<file path="src/rtl/ttor_pkg.sv">
// ----------------------------------------------------------------------------
// ttor_pkg: shared types and constants of the tick timer one-shot replay unit
// Event codes, item and result structures, reload helper.
// ----------------------------------------------------------------------------
`default_nettype none

package ttor_pkg;

    // number of motor byte lanes carried by one item
    localparam int unsigned TTOR_IN_CH          = 6;
    // default number of stored replay lanes
    localparam int unsigned TTOR_MOTOR_CHANNELS = 6;

    localparam int unsigned TTOR_CNT_W  = 16;
    localparam int unsigned TTOR_HALF_W = 31;
    localparam int unsigned TTOR_BYTE_W = 8;

    // event codes carried in tuser
    typedef enum logic [2:0] {
        FUNC_TICK    = 3'd0,
        FUNC_ONESHOT = 3'd1,
        FUNC_POST    = 3'd2,
        FUNC_SAVE    = 3'd3,
        FUNC_RESTORE = 3'd4
    } func_t;

    typedef logic [TTOR_IN_CH-1:0][TTOR_BYTE_W-1:0] lanes_t;

    // one accepted input item
    typedef struct packed {
        func_t                 func;
        logic [TTOR_CNT_W-1:0] duration_ms;
        lanes_t                motor;
    } item_t;

    // one result item
    typedef struct packed {
        logic [TTOR_HALF_W-1:0] now_half;
        logic                   expired;
        logic                   running;
        logic                   step_fired;
        lanes_t                 out_val;
    } result_t;

    // reload value for a length in ms: low 16 bits of 2*ms-1
    function automatic logic [TTOR_CNT_W-1:0] ms_to_reload(input logic [TTOR_CNT_W-1:0] ms);
        return {ms[TTOR_CNT_W-2:0], 1'b0} - {{(TTOR_CNT_W-1){1'b0}}, 1'b1};
    endfunction

endpackage

`default_nettype wire

</file>
<file path="src/rtl/tick_timer_oneshot_replay_unit.sv">
// ----------------------------------------------------------------------------
// tick_timer_oneshot_replay_unit: half-millisecond time base with one-shot
// Free-running or one-shot 16-bit tick counter with a one-step replay buffer.
// ----------------------------------------------------------------------------
//  channel  | direction | tdata                              | tuser
//  s_       | in        | duration_ms, motor_a..motor_f      | func
//  m_       | out       | now_half, expired, running, out_*  | step_fired
//
//  One item per cycle sustained while m_ takes results; an item is held in the
//  input register and then in the result register, from which m_ presents
//  its result. Each event is applied to the timer state between the two
//  registers, as the result register loads; the state update is the only loop.
//  Reset (aresetn low, synchronous) clears both stages and sets the timer to
//  free run, counter and overflow word zero.
//  A stall on m_ holds the result register and then the input register.
// ----------------------------------------------------------------------------
`default_nettype none

module tick_timer_oneshot_replay_unit
    import ttor_pkg::*;
#(
    parameter int unsigned MOTOR_CHANNELS = TTOR_MOTOR_CHANNELS
) (
    input  wire logic        aclk,
    input  wire logic        aresetn,
    input  wire logic        s_tvalid,
    output logic             s_tready,
    // duration_ms[15:0], motor_a[23:16], motor_b[31:24], motor_c[39:32],
    // motor_d[47:40], motor_e[55:48], motor_f[63:56]
    input  wire logic [63:0] s_tdata,
    // func[2:0]
    input  wire logic [2:0]  s_tuser,
    output logic             m_tvalid,
    input  wire logic        m_tready,
    // now_half[30:0], expired[31], running[32], out_a[40:33], out_b[48:41],
    // out_c[56:49], out_d[64:57], out_e[72:65], out_f[80:73], zero[87:81]
    output logic [87:0]      m_tdata,
    // step_fired[0]
    output logic [0:0]       m_tuser
);

    item_t   in_item;
    item_t   item;
    logic    item_valid;
    logic    advance;
    logic    fire;
    result_t result;
    result_t out_result;

    // unpack the incoming transfer
    assign in_item.func        = func_t'(s_tuser);
    assign in_item.duration_ms = s_tdata[15:0];
    for (genvar g = 0; g < TTOR_IN_CH; g++) begin : g_unpack
        assign in_item.motor[g] = s_tdata[16 + g*TTOR_BYTE_W +: TTOR_BYTE_W];
    end

    ttor_in_stage u_in (
        .aclk       (aclk),
        .aresetn    (aresetn),
        .in_valid   (s_tvalid),
        .in_ready   (s_tready),
        .in_item    (in_item),
        .advance    (advance),
        .item_valid (item_valid),
        .item       (item)
    );

    assign fire = item_valid && advance;

    ttor_core #(
        .MOTOR_CHANNELS (MOTOR_CHANNELS)
    ) u_core (
        .aclk    (aclk),
        .aresetn (aresetn),
        .fire    (fire),
        .in_item (item),
        .result  (result)
    );

    ttor_out_stage u_out (
        .aclk       (aclk),
        .aresetn    (aresetn),
        .item_valid (item_valid),
        .result     (result),
        .advance    (advance),
        .out_valid  (m_tvalid),
        .out_ready  (m_tready),
        .out_result (out_result)
    );

    // pack the outgoing transfer
    assign m_tdata[30:0]  = out_result.now_half;
    assign m_tdata[31]    = out_result.expired;
    assign m_tdata[32]    = out_result.running;
    for (genvar g = 0; g < TTOR_IN_CH; g++) begin : g_pack
        assign m_tdata[33 + g*TTOR_BYTE_W +: TTOR_BYTE_W] = out_result.out_val[g];
    end
    assign m_tdata[87:81] = '0;
    assign m_tuser[0]     = out_result.step_fired;

endmodule

`default_nettype wire

</file>
<file path="src/rtl/ttor_in_stage.sv">
// ----------------------------------------------------------------------------
// ttor_in_stage: input register
// Holds one accepted item until the core takes it.
// ----------------------------------------------------------------------------
`default_nettype none

module ttor_in_stage
    import ttor_pkg::*;
(
    input  wire logic  aclk,
    input  wire logic  aresetn,
    input  wire logic  in_valid,
    output logic       in_ready,
    input  wire item_t in_item,
    input  wire logic  advance,
    output logic       item_valid,
    output item_t      item
);

    logic  valid_reg;
    logic  valid_next;
    item_t item_reg;
    logic  load;

    // take a new transfer when empty or when the held item moves on
    assign in_ready = !valid_reg || advance;
    assign load     = in_valid && in_ready;

    always_comb begin
        valid_next = valid_reg;
        if (load) begin
            valid_next = 1'b1;
        end else if (advance) begin
            valid_next = 1'b0;
        end
    end

    always_ff @(posedge aclk) begin
        if (!aresetn) begin
            valid_reg <= 1'b0;
        end else begin
            valid_reg <= valid_next;
        end
    end

    // payload register
    always_ff @(posedge aclk) begin
        if (load) begin
            item_reg <= in_item;
        end
    end

    assign item_valid = valid_reg;
    assign item       = item_reg;

endmodule

`default_nettype wire

</file>
<file path="src/rtl/ttor_core.sv">
// ----------------------------------------------------------------------------
// ttor_core: timer state and event handling
// Applies one event per cycle, while fire is high, to the timer state and forms its result.
// ----------------------------------------------------------------------------
`default_nettype none

module ttor_core
    import ttor_pkg::*;
#(
    parameter int unsigned MOTOR_CHANNELS = TTOR_MOTOR_CHANNELS
) (
    input  wire logic  aclk,
    input  wire logic  aresetn,
    input  wire logic  fire,
    input  wire item_t in_item,
    output result_t    result
);

    localparam int unsigned MOTOR_LANES =
        (MOTOR_CHANNELS < TTOR_IN_CH) ? MOTOR_CHANNELS : TTOR_IN_CH;

    typedef logic [MOTOR_LANES-1:0][TTOR_BYTE_W-1:0] store_t;

    logic [TTOR_CNT_W-1:0] cnt_reg,    cnt_next;
    logic [TTOR_CNT_W-1:0] reload_reg, reload_next;
    logic [TTOR_CNT_W-1:0] ovf_reg,    ovf_next;
    logic                  en_reg,      en_next;
    logic                  oneshot_reg, oneshot_next;
    logic                  expired_reg, expired_next;
    logic                  pend_reg,    pend_next;
    store_t                pvals_reg,   pvals_next;
    logic [TTOR_CNT_W-1:0] pdur_reg,    pdur_next;
    logic [TTOR_CNT_W-1:0] sovf_reg,    sovf_next;
    logic [TTOR_CNT_W-1:0] scnt_reg,    scnt_next;
    logic                  sen_reg,     sen_next;
    logic                  fired;
    logic [TTOR_CNT_W-1:0] step_len;

    // a step length of zero counts as one
    assign step_len = (pdur_reg == '0) ? {{(TTOR_CNT_W-1){1'b0}}, 1'b1} : pdur_reg;

    // event decode and next state
    always_comb begin
        cnt_next     = cnt_reg;
        reload_next  = reload_reg;
        ovf_next     = ovf_reg;
        en_next      = en_reg;
        oneshot_next = oneshot_reg;
        expired_next = expired_reg;
        pend_next    = pend_reg;
        pvals_next   = pvals_reg;
        pdur_next    = pdur_reg;
        sovf_next    = sovf_reg;
        scnt_next    = scnt_reg;
        sen_next     = sen_reg;
        fired        = 1'b0;
        if (fire) begin
            unique case (in_item.func)
                FUNC_TICK: begin
                    if (en_reg) begin
                        if (cnt_reg == reload_reg) begin
                            cnt_next = '0;
                            if (oneshot_reg) begin
                                if (pend_reg) begin
                                    fired        = 1'b1;
                                    reload_next  = ms_to_reload(step_len);
                                    expired_next = 1'b0;
                                    en_next      = 1'b1;
                                    pend_next    = 1'b0;
                                end else begin
                                    expired_next = 1'b1;
                                    oneshot_next = 1'b0;
                                    en_next      = 1'b0;
                                end
                            end else begin
                                ovf_next = ovf_reg + {{(TTOR_CNT_W-1){1'b0}}, 1'b1};
                            end
                        end else begin
                            cnt_next = cnt_reg + {{(TTOR_CNT_W-1){1'b0}}, 1'b1};
                        end
                    end
                end
                FUNC_ONESHOT: begin
                    cnt_next     = '0;
                    ovf_next     = '0;
                    reload_next  = ms_to_reload(in_item.duration_ms);
                    expired_next = 1'b0;
                    oneshot_next = 1'b1;
                    en_next      = 1'b1;
                end
                FUNC_POST: begin
                    for (int i = 0; i < MOTOR_LANES; i++) begin
                        pvals_next[i] = in_item.motor[i];
                    end
                    pdur_next = in_item.duration_ms;
                    pend_next = 1'b1;
                end
                FUNC_SAVE: begin
                    sovf_next = ovf_reg;
                    scnt_next = cnt_reg;
                    sen_next  = en_reg;
                end
                FUNC_RESTORE: begin
                    reload_next  = '1;
                    cnt_next     = scnt_reg;
                    ovf_next     = sovf_reg;
                    oneshot_next = 1'b0;
                    expired_next = 1'b0;
                    en_next      = sen_reg;
                end
                default: begin
                end
            endcase
        end
    end

    // state registers
    always_ff @(posedge aclk) begin
        if (!aresetn) begin
            cnt_reg     <= '0;
            reload_reg  <= '1;
            ovf_reg     <= '0;
            en_reg      <= 1'b1;
            oneshot_reg <= 1'b0;
            expired_reg <= 1'b0;
            pend_reg    <= 1'b0;
            pvals_reg   <= '0;
            pdur_reg    <= '0;
            sovf_reg    <= '0;
            scnt_reg    <= '0;
            sen_reg     <= 1'b0;
        end else begin
            cnt_reg     <= cnt_next;
            reload_reg  <= reload_next;
            ovf_reg     <= ovf_next;
            en_reg      <= en_next;
            oneshot_reg <= oneshot_next;
            expired_reg <= expired_next;
            pend_reg    <= pend_next;
            pvals_reg   <= pvals_next;
            pdur_reg    <= pdur_next;
            sovf_reg    <= sovf_next;
            scnt_reg    <= scnt_next;
            sen_reg     <= sen_next;
        end
    end

    // result reflects the state after the event
    assign result.now_half   = {ovf_next, cnt_next[TTOR_CNT_W-1:1]};
    assign result.expired    = expired_next;
    assign result.running    = en_next;
    assign result.step_fired = fired;

    // emitted lanes, zero when no step fires or beyond the stored lanes
    for (genvar g = 0; g < TTOR_IN_CH; g++) begin : g_lane
        if (g < MOTOR_LANES) begin : g_used
            assign result.out_val[g] = fired ? pvals_reg[g] : '0;
        end else begin : g_unused
            assign result.out_val[g] = '0;
        end
    end

`ifndef SYNTH
    // an expired one-shot leaves the counter stopped
    a_expired_stopped: assert property (@(posedge aclk) disable iff (!aresetn)
        expired_reg |-> (!en_reg && !oneshot_reg))
        else $error("expired flag set while counter runs");

    // a step only fires on a tick in one-shot mode with a step pending
    a_fire_source: assert property (@(posedge aclk) disable iff (!aresetn)
        fired |-> (fire && in_item.func == FUNC_TICK && oneshot_reg && pend_reg))
        else $error("step fired outside a one-shot expiry");

    // a fired step is consumed
    a_fire_consumes: assert property (@(posedge aclk) disable iff (!aresetn)
        fired |=> !pend_reg)
        else $error("step still pending after firing");

    // the overflow word stays clear during a one-shot
    a_oneshot_ovf: assert property (@(posedge aclk) disable iff (!aresetn)
        oneshot_reg |-> (ovf_reg == '0))
        else $error("overflow word moved in one-shot mode");
`endif

endmodule

`default_nettype wire

</file>
<file path="src/rtl/ttor_out_stage.sv">
// ----------------------------------------------------------------------------
// ttor_out_stage: result register
// Holds one result until the downstream side takes the transfer.
// ----------------------------------------------------------------------------
`default_nettype none

module ttor_out_stage
    import ttor_pkg::*;
(
    input  wire logic    aclk,
    input  wire logic    aresetn,
    input  wire logic    item_valid,
    input  wire result_t result,
    output logic         advance,
    output logic         out_valid,
    input  wire logic    out_ready,
    output result_t      out_result
);

    logic    valid_reg;
    logic    valid_next;
    result_t result_reg;

    // the register may be loaded when empty or being emptied
    assign advance = !valid_reg || out_ready;

    always_comb begin
        valid_next = valid_reg;
        if (advance) begin
            valid_next = item_valid;
        end
    end

    always_ff @(posedge aclk) begin
        if (!aresetn) begin
            valid_reg <= 1'b0;
        end else begin
            valid_reg <= valid_next;
        end
    end

    // payload register
    always_ff @(posedge aclk) begin
        if (advance && item_valid) begin
            result_reg <= result;
        end
    end

    assign out_valid  = valid_reg;
    assign out_result = result_reg;

endmodule

`default_nettype wire
</file>
<file path="config.mk">
export PLATFORM = sky130hd
export DESIGN_NAME = tick_timer_oneshot_replay_unit
export DESIGN_NICKNAME = d
export VERILOG_FILES = /design/src/rtl/ttor_pkg.sv /design/src/rtl/tick_timer_oneshot_replay_unit.sv /design/src/rtl/ttor_in_stage.sv /design/src/rtl/ttor_core.sv /design/src/rtl/ttor_out_stage.sv
export SDC_FILE = /design/constraint.sdc
export NUM_CORES = 1
export LEC_CHECK = 0
export BUFFER_PORTS_ARGS = -buffer_cell sky130_fd_sc_hd__buf_2
export CORE_ASPECT_RATIO = 0.8
export CORE_UTILIZATION = 52
export DETAILED_ROUTE_END_ITERATION = 10
export HOLD_SLACK_MARGIN = 0.02
export PLACE_DENSITY_LB_ADDON = 0.15
export SETUP_SLACK_MARGIN = 0.05
export SYNTH_ARGS = -nofsm -noshare
export SYNTH_HDL_FRONTEND = slang
export SYNTH_SLANG_ARGS = --single-unit
</file>
<file path="constraint.sdc">
create_clock -name aclk -period 6.4 [get_ports aclk]
set_input_delay 0.96 -clock aclk [delete_from_list [all_inputs] [get_ports aclk]]
set_output_delay 0.96 -clock aclk [all_outputs]
set_load 0.02 [all_outputs]
</file>
# Word-level counts from Yosys, hierarchy flattened
# Index checks and enable logic that the tools add are counted.
dict set report classes {
  add_sub_neg 4
  n_eq_ne 9
  mux 41
  n_reduce_logical 18
}
# cell count
set op_table {}
lappend op_table {{16-bit 2-to-1 mux} 11}
lappend op_table {{16-bit case mux with 3 select lines} 3}
lappend op_table {{16-bit by 1-bit adder with 16-bit output (second input constant)} 2}
lappend op_table {{16-bit by 1-bit subtractor with 16-bit output (second input constant)} 2}
lappend op_table {{1-bit 2-to-1 mux} 22}
lappend op_table {{16-bit == test} 1}
lappend op_table {{16-bit zero test} 1}
lappend op_table {{15-bit 2-to-1 mux} 1}
lappend op_table {{2-bit by 1-bit inequality test with 1-bit output (second input constant)} 4}
lappend op_table {{3-bit by 2-bit == test with 1-bit output (second input constant)} 2}
lappend op_table {{1-bit case mux with 3 select lines} 2}
lappend op_table {{6-bit AND reduction} 1}
lappend op_table {{5-bit AND reduction} 1}
lappend op_table {{1-bit case mux with 2 select lines} 2}
lappend op_table {{2-bit AND reduction} 2}
lappend op_table {{4-bit AND reduction} 1}
lappend op_table {{2-bit nonzero test} 2}
lappend op_table {{3-bit by 1-bit == test with 1-bit output (second input constant)} 1}
lappend op_table {{3-bit == test (second input constant)} 1}
lappend op_table {{3-bit zero test} 1}
lappend op_table {{3-bit AND reduction} 1}
lappend op_table {{3-bit nonzero test} 1}
lappend op_table {{1-bit logical AND} 2}
lappend op_table {{1-bit zero test} 2}
lappend op_table {{other kinds (2)} 3}
dict set report word_totals {
  ff_bits 300
  inputBits 71
  out_inout_bits 91
  elab_cells 110
}

# Longest topological paths before layout
# Gate-level depths: netlist of run 1.
dict set report depth {
  word_depth 8
  ltp_mapped 11
  ltp_nobuf 10
}

# By module
# From an unflattened synthesis of run 1, not the netlist that was laid out.
dict set report unflattened {
  hier_cells 1232
  area_unflattened_um2 12517.0
}
# module n_inst cells_each area_per_inst_um2 seq_area_each_um2
set by_module_without_submodules {}
lappend by_module_without_submodules {ttor_core 1 1064 7865.0 2962.8}
lappend by_module_without_submodules {ttor_out_stage 1 87 2519.9 2482.4}
lappend by_module_without_submodules {ttor_in_stage 1 72 2069.5 2031.9}
lappend by_module_without_submodules {tick_timer_oneshot_replay_unit 1 9 62.6 0.0}

# Worst setup path after synthesis of run 1
# OpenSTA, ideal clock, no wires.
dict set report synth_timing {
  path_kind {input to register}
  start {in m_tready}
  end {reg u_core.pdur_reg[4]}
  setup_ps 70
  t_arrival_ps 6467
  t_required_ps 6330
  slack_ps -137
  stages 8
  n_path_buf 2
  cell_sequence {nor2b_1 > clkbuf_1 > nor2b_1 > nand2_1 > nor3_1 > clkbuf_1 > nand2_1 > a21oi_1}
}
dict set report synth_via {
  elab_chain_cells 3
}
# element line_no
set synth_lines {}
lappend synth_lines {{start, declared} tick_timer_oneshot_replay_unit.sv:34} ;# input wire logic m_tready,
lappend synth_lines {{1-bit logical OR} ttor_out_stage.sv:25} ;# assign advance = !valid_reg || out_ready;
lappend synth_lines {{1-bit logical AND} tick_timer_oneshot_replay_unit.sv:68} ;# assign fire = item_valid && advance;
lappend synth_lines {{net fire} tick_timer_oneshot_replay_unit.sv:46} ;# logic fire;
lappend synth_lines {{2-bit AND reduction (no line)} n/a}
lappend synth_lines {{end signal, assigned} ttor_core.sv:141} ;# pdur_reg <= pdur_next;
lappend synth_lines {{end, declared} ttor_core.sv:32} ;# logic [TTOR_CNT_W-1:0] pdur_reg, pdur_next;
# The timed path passes the listed nets, and every way through them passes these cells.
# A chain may end at the register's enable or synchronous reset.

# Final worst setup path of run 1
dict set report layout_timing {
  start {in m_tready}
  end {reg u_core.reload_reg[13]}
}
dict set report layout_via {
  elab_chain_cells 3
}
# element line_no
set layout_lines {}
lappend layout_lines {{1-bit logical OR} ttor_out_stage.sv:25}
lappend layout_lines {{1-bit logical AND} tick_timer_oneshot_replay_unit.sv:68}
lappend layout_lines {{6-bit AND reduction (no line)} n/a}
lappend layout_lines {{end signal, assigned} ttor_core.sv:134} ;# reload_reg <= reload_next;
lappend layout_lines {{end, declared} ttor_core.sv:25} ;# logic [TTOR_CNT_W-1:0] reload_reg, reload_next;
# Every way passes these cells.

==> results.json, run 1 <==
{
  "status": "complete, no violations",
  "gr-total-overflow": 0,
  "dp_hpwl_um": 17100,
  "drt-pass1-iter-count": 5,
  "rows": 49,
  "switching_share": 0.214,
  "grt_pass1_wl_um": 44000,
  "yosysSeqAreaShare": 0.612,
  "syn_area_per_cell_sq_um": 10.4,
  "cts_resized": 0,
  "synthArstFlopShare": 0,
  "crit_fanout": 29,
  "critPathRequiredTime_ns": 6.86,
  "hold_viol": 0,
  "fin_setup_tns_ns": 0,
  "fp.dieH_um": 139,
  "cts_htree_levels": 1,
  "seqPwrFrac": 0.520,
  "clock-sinks": 299,
  "r2r_end": "u_core.reload_reg[13]",
  "drt_iter0_markers": 754,
  "holdBufCountCts": 0,
  "p_clk_frac": 0.426,
  "crit_family": "compound AO/OA/AOI/OAI gates",
  "wl_um": 27400,
  "critPathCaptureType": "register",
  "final_common_cell": "nand2_1",
  "cellLeakagePower_nw": 5.06,
  "rsz0062_at_grt": "false",
  "grt_pass1_vias": 8206,
  "worstSetupPathType": "in -> reg",
  "r2r_cells": 5,
  "power.share.combinational": 0.054,
  "slew_viol_final": 0,
  "area_delta_synth_final_pct": 15.3,
  "rrSetupSlack_ns": 3.50,
  "hold_end": "u_core.pvals_reg[28]",
  "synth_seq_cells": 299,
  "fmax_ghz": 0.326,
  "numCtsBuffers": 28,
  "largest_reg_flops": 82,
  "core_sq_um": 22700,
  "ys.flop_type": "dfxtp_1",
  "drive_above_1_share": 0.180,
  "wl_per_cell_um": 16.9,
  "period_share": 0.480,
  "synthCells": 1177,
  "worstReg2RegStart": "u_out.out_valid",
  "min_from": "u_core.pvals_reg[28]",
  "ys_warn_count": 0,
  "io_buffers": 154,
  "layout_min_cycle_time_ns": 3.07,
  "min_delay_path_depth": 2,
  "fin_cells": 1621,
  "root_buffer": "clkbuf_16",
  "ioPinCount": 162,
  "final_nets": 1368,
  "final_cell_mix": "nand2_1, buf_2, dfxtp_1, edfxtp_1, a21oi_1",
  "drc": 0,
  "power-per-cell-area_nw_per_um2": 286,
  "slew_headroom": 0.201,
  "cts_tree": "yes",
  "power.internal_w": 0.00317,
  "synth_area_sq_um": 12200,
  "critPathLaunchType": "input pin",
  "report.power.total_w": 0.00403,
  "finalClockSkew_ns": 0.00737,
  "dp.cells": 1568,
  "start_util": 0.537,
  "hold_class": "reg -> reg",
  "dieWidth_um": 173,
  "routed-via-count": 9004,
  "dieArea_sq_um": 24100,
  "gp_congestion": 0.894,
  "synth-edff-count": 149,
  "crit_chain": "buf_2, nor2b_1, a211o_1, o31a_1, a2111oi_0, o21ai_0",
  "synth_cell_types": 67,
  "drtAntennaViolNets": 0,
  "grt_usage": 0.226,
  "clockBufferDepth": 3,
  "critPathArrivalTime_ns": 3.53,
  "viasPerCell": 5.55,
  "crit_slowest_cell": "a211o_1",
  "crit_buf_inv": 1,
  "cts_setup_buffers": 0,
  "cp.depth": 6,
  "slowest_delay_ns": 1.00,
  "vdd_ir_drop_max_mv": 0.261,
  "grt_antenna_before_repair": 1,
  "p_switching_w": 0.000865,
  "drv_cap": 0,
  "finalSetupViolCount": 0,
  "worst_slew_pin_slew_ns": 1.20,
  "worstSkewPairLatency_ns": 0.53,
  "clk_pin_slew_ns": 0.06,
  "grt_max_degree": 90
}
[cell families (layout without fill, tap and decap cells)]
family,after synthesis,count (layout),share of synthesized area
simple gates,494,494,0.193
xor+xnor,33,33,0.0255
buf+inv,96,227,0.0364
compound gates,243,243,0.123
mux,6,6,0.00491
other cells,1,8,0.000307
fa+ha+maj,5,5,0.00512
flops,299,299,0.612
[routing by layer]
layer	part of all wire	GRT usage
met2	0.45	0.352
met5	0	0
met3	0.065	0.0334
met1	0.46	0.328
met4	0.025	0.0675
[worst max path at each step]
stage,from,end,slack (ns)
after floorplan,m_tready,u_core.pdur_reg[4],1.56
after global placement,m_tready,u_core.reload_reg[13],2.89
after detailed placement,m_tready,u_core.reload_reg[13],2.80
after CTS,m_tready,u_core.reload_reg[13],3.37
after global routing,m_tready,u_core.reload_reg[11],3.06
final,m_tready,u_core.reload_reg[13],3.33
[synthesized netlist by cell type, drive strengths merged, types with 6 or more instances]
cell type,count,area [sq um]
a2111oi,8,70.1
a21oi,130,651
a31oi,12,75.1
and2,70,438
and3,14,87.6
buf,19,155
clkbuf,68,256
dfxtp,150,3000
edfxtp,149,4470
inv,9,33.8
mux2i,6,60.1
nand2,240,901
nand3,27,135
nand4,17,113
nor2,54,203
nor3,16,80.1
nor4,15,115
o21ai,26,130
o311ai,10,87.6
o31a,6,52.6
o31ai,6,58.8
or2,7,43.8
or3,11,68.8
or4,8,63.8
xnor2,23,224
xor2,10,87.6
[per-stage QoR]
| stage | util | worst slack [ns] | area (sq um) | hold WS, ns |
|---|---|---|---|---|
| floorplan | - | 1.56 | 12200 | 0.432 |
| finish | 0.620 | 3.33 | 14100 | 0.447 |
| detailed placement | 0.577 | 2.80 | 13100 | 0.442 |
| global route | 0.620 | 3.06 | 14100 | 0.467 |
| global placement | 0.577 | 2.89 | 13100 | 0.437 |
| CTS | 0.620 | 3.37 | 14100 | 0.451 |
[power by group through the flow]
stage | clock [W] | sequential (W) | combinational [W]
global route | 0.00182 | 0.00211 | 0.000235
detailed placement | 0 | 0.00214 | 0.000217
floorplan | 0 | 0.00217 | 0.000111
global placement | 0 | 0.00214 | 0.000216
finish | 0.00172 | 0.00210 | 0.000217
CTS | 0.00175 | 0.00210 | 0.000218
[worst register-to-register path, cell delays in order, from the launching register on]
cell and delay (ns):
dfxtp_1 0.32, nor2b_1 0.68, a211o_1 1.00, o31a_1 0.51, a2111oi_0 0.13, o21ai_0 0.18
[layout make-up]
class | count | area (sq um)
Inverter | 9 | 35.0
Sequential cell | 299 | 7480
Timing Repair Buffer | 166 | 861
Tap cell | 306 | 383
Multi-Input combinational cell | 788 | 4370
Clock inverter | 10 | 124
Clock buffer | 42 | 846
Antenna cell | 1 | 2.50
Fill cell | 1936 | 8650
No activity file was read; power rests on OpenSTA's default activity.
==> run 2: changes to the inputs <==
--- a/config.mk
+++ b/config.mk
@@ -5,6 +5,7 @@
 export SDC_FILE = /design/constraint.sdc
 export NUM_CORES = 1
 export LEC_CHECK = 0
+export ABC_AREA = 1
 export BUFFER_PORTS_ARGS = -buffer_cell sky130_fd_sc_hd__buf_2
 export CORE_ASPECT_RATIO = 0.8
 export CORE_UTILIZATION = 52
==> constraint.sdc (replaced) <==
create_clock -name aclk -period 2.7 [get_ports aclk]
set_input_delay 0.405 -clock aclk [delete_from_list [all_inputs] [get_ports aclk]]
set_output_delay 0.405 -clock aclk [all_outputs]
set_load 0.02 [all_outputs]
==> results.json, run 2 <==
{
  "cts_tree": "yes",
  "wl_um": 30000,
  "crit_fanout": 6,
  "muxShareOfSynthArea": 0,
  "cts_htree_levels": 1,
  "drive_above_1_share": 0.159,
  "fin_cells": 2001,
  "viasPerCell": 5.20,
  "wl_per_cell_um": 15.0,
  "cts_resized": 0,
  "holdBufCountCts": 66,
  "clk_pin_slew_ns": 0.07,
  "synth.most_common_cell": "nand2_1",
  "cellLeakagePower_nw": 6.68,
  "ys_top_cells_by_count": "nand2_1, nor2_1, inv_1, dfxtp_1, edfxtp_1",
  "fmax_ghz": 0.428,
  "layout_min_cycle_time_ns": 2.34,
  "slew_viol_final": 0,
  "grt_max_degree": 55,
  "finalSetupViolCount": 0,
  "drt-pass1-iter-count": 6,
  "synthArstFlopShare": 0,
  "fin_setup_tns_ns": 0,
  "yosysTopAreaCell": "edfxtp_1",
  "yosysSeqAreaShare": 0.589,
  "drt_iter0_markers": 780,
  "dieArea_sq_um": 25000,
  "critPathLaunchType": "register",
  "core_sq_um": 23600,
  "synth_cell_types": 43,
  "drc": 0,
  "grt_antenna_before_repair": 0,
  "critPathCaptureType": "register",
  "synthCells": 1455,
  "start_util": 0.537,
  "synth-edff-count": 149,
  "critPathArrivalTime_ns": 2.78,
  "syn_area_per_cell_sq_um": 8.72,
  "finalClockSkew_ns": 0.00813,
  "r2r_cells": 12,
  "synth_compound_area_frac": 0.127,
  "power-per-cell-area_nw_per_um2": 655,
  "report.power.total_w": 0.0102,
  "area_delta_synth_final_pct": 22.3,
  "drv_cap": 0,
  "dieWidth_um": 177,
  "synth_seq_cells": 299,
  "final_common_cell": "nand2_1",
  "hold_slack_ns": 0.0499,
  "grt_usage": 0.242,
  "routed-via-count": 10396,
  "dp_hpwl_um": 19300,
  "min_delay_path_depth": 1,
  "synth-adder-area-share": 0.00493,
  "period_share": 0.866,
  "ioPinCount": 162,
  "n_antenna_cell": 0,
  "final_cell_mix": "nand2_1, nor2_1, inv_1, buf_2",
  "hold_class": "in -> reg",
  "synth_area_sq_um": 12700,
  "gr-total-overflow": 0,
  "cts_setup_buffers": 0,
  "slew_headroom": 0.562,
  "final_nets": 1742,
  "status": "complete, no violations",
  "gp_congestion": 0.981,
  "worst_slew_pin_slew_ns": 0.652,
  "vdd_ir_drop_max_mv": 0.614,
  "worstSkewPairLatency_ns": 0.57,
  "critPathRequiredTime_ns": 3.14,
  "synthXorXnorAreaFrac": 0.0117,
  "fp.dieH_um": 142,
  "grt_pass1_vias": 9684,
  "place_area_sq_um": 13800,
  "synth_top_area_frac": 0.353,
  "clock-sinks": 299,
  "ys_top_cells_by_area": "edfxtp_1, dfxtp_1, nand2_1, nor2_1, a21oi_1",
  "ys.flop_type": "dfxtp_1",
  "largest_reg_flops": 82,
  "numCtsBuffers": 29,
  "yosys.area_share.simple": 0.189,
  "hold_viol": 0,
  "drtAntennaViolNets": 0,
  "rows": 50,
  "clockBufferDepth": 3,
  "root_buffer": "clkbuf_16",
  "synth_top_family_by_area": "simple AND/OR/NAND/NOR gates",
  "rsz0062_at_grt": "false",
  "ys_warn_count": 0,
  "stdcell_area_sq_um": 15500,
  "worstSetupPathType": "reg -> reg",
  "io_buffers": 154,
  "dp.cells": 1881,
  "grt_pass1_wl_um": 48200
}
run 2: cell types whose count changed after synthesis, moves of 14 or more:
cell / previous run / this run
inv_1: 9 / 168
nor2_1: 54 / 193
clkbuf_1: 67 / 46
xnor2_1: 20 / 4
and3_1: 14 / 0
nand3_1: 27 / 48
nand2_1: 240 / 290
o21ai_0: 23 / 132
and2_1: 70 / 9
run 2: worst paths after layout:
kind                  startpoint               endpoint  slack, ns
max           u_core.pdur_reg[3]  u_core.reload_reg[13]       0.36
min                  s_tdata[39]          u_in.item[23]       0.05
max reg2reg   u_core.pdur_reg[3]  u_core.reload_reg[13]       0.36
min reg2reg  u_core.pvals_reg[3]    u_core.pvals_reg[3]       0.45
run 2: logic make-up after synthesis:
group	Yosys count
adders and majority gates	5
AOI/OAI and AO/OA	306
DFF	299
buffers and inverters	246
xor gates and xnor gates	17
and+or+nand+nor	581
other	1
run 2: layout make-up:
cell class	count	area, sq um
Fill cell	1956	8140
Multi-Input combinational cell	916	4290
Clock buffer	39	845
Timing Repair Buffer	240	1630
Inverter	180	694
Sequential cell	299	7480
Clock inverter	15	185
Tap cell	312	390
run 2: critical path, cell delays in order (launching register included):
cell and delay, ns:
dfxtp_1 0.41, nor2_1 0.12, nand2_1 0.08, nor2_1 0.05, a21oi_1 0.44, ha_1 0.29
nand2_1 0.12, nor3_1 0.27, nand2_1 0.08, nand2_1 0.06, o21ai_0 0.08, o21ai_1 0.12
o211ai_1 0.09
run 2: per-stage QoR:
| step | utilization | setup slack, ns |
|---|---|---|
| floorplan | - | -0.00238 |
| global placement | 0.584 | 0.526 |
| detailed placement | 0.584 | 0.437 |
| CTS | 0.656 | 0.431 |
| global route | 0.656 | 0.108 |
| finish | 0.656 | 0.361 |
run 2: report_power, final:
part	switching [W]	leakage, nW	internal [W]
clock	0.00179	0.507	0.00251
sequential	0.0000920	2.70	0.00494
combinational	0.000529	3.48	0.000311
run 2: per-layer routing:
layer	vias up	track usage	part of all wire
met5	-	0	0
met4	0	0.0681	0.023
met3	52	0.0453	0.078
met2	412	0.378	0.44
met1	4759	0.343	0.46
li1	5173	-	-
==> run 3: changes to the inputs <==
--- a/config.mk
+++ b/config.mk
@@ -13,6 +13,7 @@
 export HOLD_SLACK_MARGIN = 0.02
 export PLACE_DENSITY_LB_ADDON = 0.15
 export SETUP_SLACK_MARGIN = 0.05
+export SLEW_MARGIN = 15
 export SYNTH_ARGS = -nofsm -noshare
 export SYNTH_HDL_FRONTEND = slang
 export SYNTH_SLANG_ARGS = --single-unit
==> constraint.sdc (replaced) <==
create_clock -name aclk -period 2.7 [get_ports aclk]
set_input_delay 0.135 -clock aclk [delete_from_list [all_inputs] [get_ports aclk]]
set_output_delay 0.135 -clock aclk [all_outputs]
set_load 0.02 [all_outputs]
==> results.json, run 3 (synthesized netlist as in run 2, its figures left out) <==
{
  "dieWidth_um": 177,
  "period_share": 0.867,
  "numCtsBuffers": 29,
  "grt_max_degree": 118,
  "crit_buf_inv": 3,
  "gp_congestion": 0.927,
  "clk_pin_slew_ns": 0.07,
  "final_common_cell": "nand2_1",
  "io_buffers": 154,
  "routed-via-count": 10230,
  "ioPinCount": 162,
  "critPathArrivalTime_ns": 2.72,
  "dp_hpwl_um": 19700,
  "power-per-cell-area_nw_per_um2": 633,
  "report.power.total_w": 0.00977,
  "stdcell_area_sq_um": 15400,
  "hold_class": "in -> reg",
  "cts_tree": "yes",
  "largest_reg_flops": 82,
  "final_cell_mix": "nand2_1, nor2_1, inv_1, buf_2",
  "slowest_delay_ns": 0.40,
  "drt-pass1-iter-count": 5,
  "wl_per_cell_um": 15.1,
  "dieArea_sq_um": 25000,
  "drive_above_1_share": 0.154,
  "final_nets": 1743,
  "critPathRequiredTime_ns": 3.08,
  "n_antenna_cell": 0,
  "place_area_sq_um": 13800,
  "grt_pass1_vias": 9604,
  "drt_iter0_markers": 861,
  "start_util": 0.537,
  "core_sq_um": 23600,
  "root_buffer": "clkbuf_16",
  "r2r_cells": 12,
  "critPathLaunchType": "register",
  "n_fill_cell": 1960,
  "fin_setup_tns_ns": 0,
  "grt_usage": 0.241,
  "layout_min_cycle_time_ns": 2.34,
  "cts_setup_buffers": 0,
  "min_delay_path_depth": 3,
  "slew_viol_final": 0,
  "clock-sinks": 299,
  "wl_um": 30200,
  "finalSetupViolCount": 0,
  "vdd_ir_drop_max_mv": 0.514,
  "worstSkewPairLatency_ns": 0.56,
  "worst_slew_pin_slew_ns": 1.12,
  "fp.dieH_um": 142,
  "drtAntennaViolNets": 0,
  "dp.cells": 1878,
  "critPathCaptureType": "register",
  "crit_family": "simple AND/OR/NAND/NOR gates",
  "cts_htree_levels": 1,
  "slew_headroom": 0.253,
  "crit_chain": "inv_1, nand3_2, inv_2, nor2_4, nand2_1, nand2_4, nor2_2, nand2_2, inv_2, nand2_2, a21oi_1, o21ai_1",
  "gr-total-overflow": 0,
  "clockBufferDepth": 3,
  "cp.depth": 12,
  "finalClockSkew_ns": 0.0234,
  "drv_cap": 0,
  "status": "complete, no violations",
  "drc": 0,
  "fmax_ghz": 0.427,
  "rsz0062_at_grt": "false",
  "viasPerCell": 5.11,
  "hold_viol": 0,
  "crit_fanout": 23,
  "cellLeakagePower_nw": 6.64,
  "grt_antenna_before_repair": 0,
  "rows": 50,
  "grt_pass1_wl_um": 48300,
  "fin_cells": 2002,
  "crit_slowest_cell": "edfxtp_1",
  "worstSetupPathType": "reg -> reg",
  "area_delta_synth_final_pct": 21.6
}
[run 3: path summary, 6_finish.rpt]
kind	from	to	slack [ns]
max	u_in.item[64]	u_core.reload_reg[2]	0.36
min	aresetn	u_core.ovf_reg[3]	0.21
max reg2reg	u_in.item[64]	u_core.reload_reg[2]	0.36
min reg2reg	u_core.pvals_reg[11]	u_core.pvals_reg[11]	0.45
[run 3: through the flow]
stage	setup slack, ns	hold WS [ns]	util
final	0.360	0.209	0.652
after global routing	0.118	0.249	0.652
after CTS	0.358	0.186	0.652
after detailed placement	0.361	0.313	0.583
after global placement	0.469	0.311	0.583
after floorplan	0.0513	0.234	-
[run 3: what timing repair did]
action	in CTS	in global routing
hold buffers	70	0
hold endpoints to repair	69	0
setup endpoints to repair	0	1
gates resized for setup	0	1
[run 3: layout make-up]
| type | count | area, sq um | share of cell area |
|---|---|---|---|
| Sequential cell | 299 | 7480 | 0.485 |
| Tap cell | 312 | 390 | 0.0253 |
| Clock buffer | 40 | 817 | 0.0530 |
| Clock inverter | 14 | 104 | 0.00673 |
| Inverter | 180 | 682 | 0.0442 |
| Multi-Input combinational cell | 916 | 4290 | 0.278 |
| Timing Repair Buffer | 241 | 1660 | 0.108 |
[run 3: where the power goes]
| part | switching, W | internal [W] |
|---|---|---|
| Clock | 0.00175 | 0.00214 |
| Sequential | 0.0000857 | 0.00494 |
| Combinational | 0.000536 | 0.000316 |
[run 3: worst register-to-register path: stages (launching register included)]
cell	delay (ns)
edfxtp_1	0.40
inv_1	0.17
nand3_2	0.27
inv_2	0.16
nor2_4	0.05
nand2_1	0.11
nand2_4	0.14
nor2_2	0.12
nand2_2	0.09
inv_2	0.30
nand2_2	0.15
a21oi_1	0.14
o21ai_1	0.07
[run 3: routing by layer]
layer  share of wire  track usage  vias to the layer above
li1                -            -                     5169
met1            0.48        0.343                     4728
met2            0.45        0.389                      284
met3           0.054       0.0346                       49
met4           0.020       0.0554                        0
met5               0            0                        -
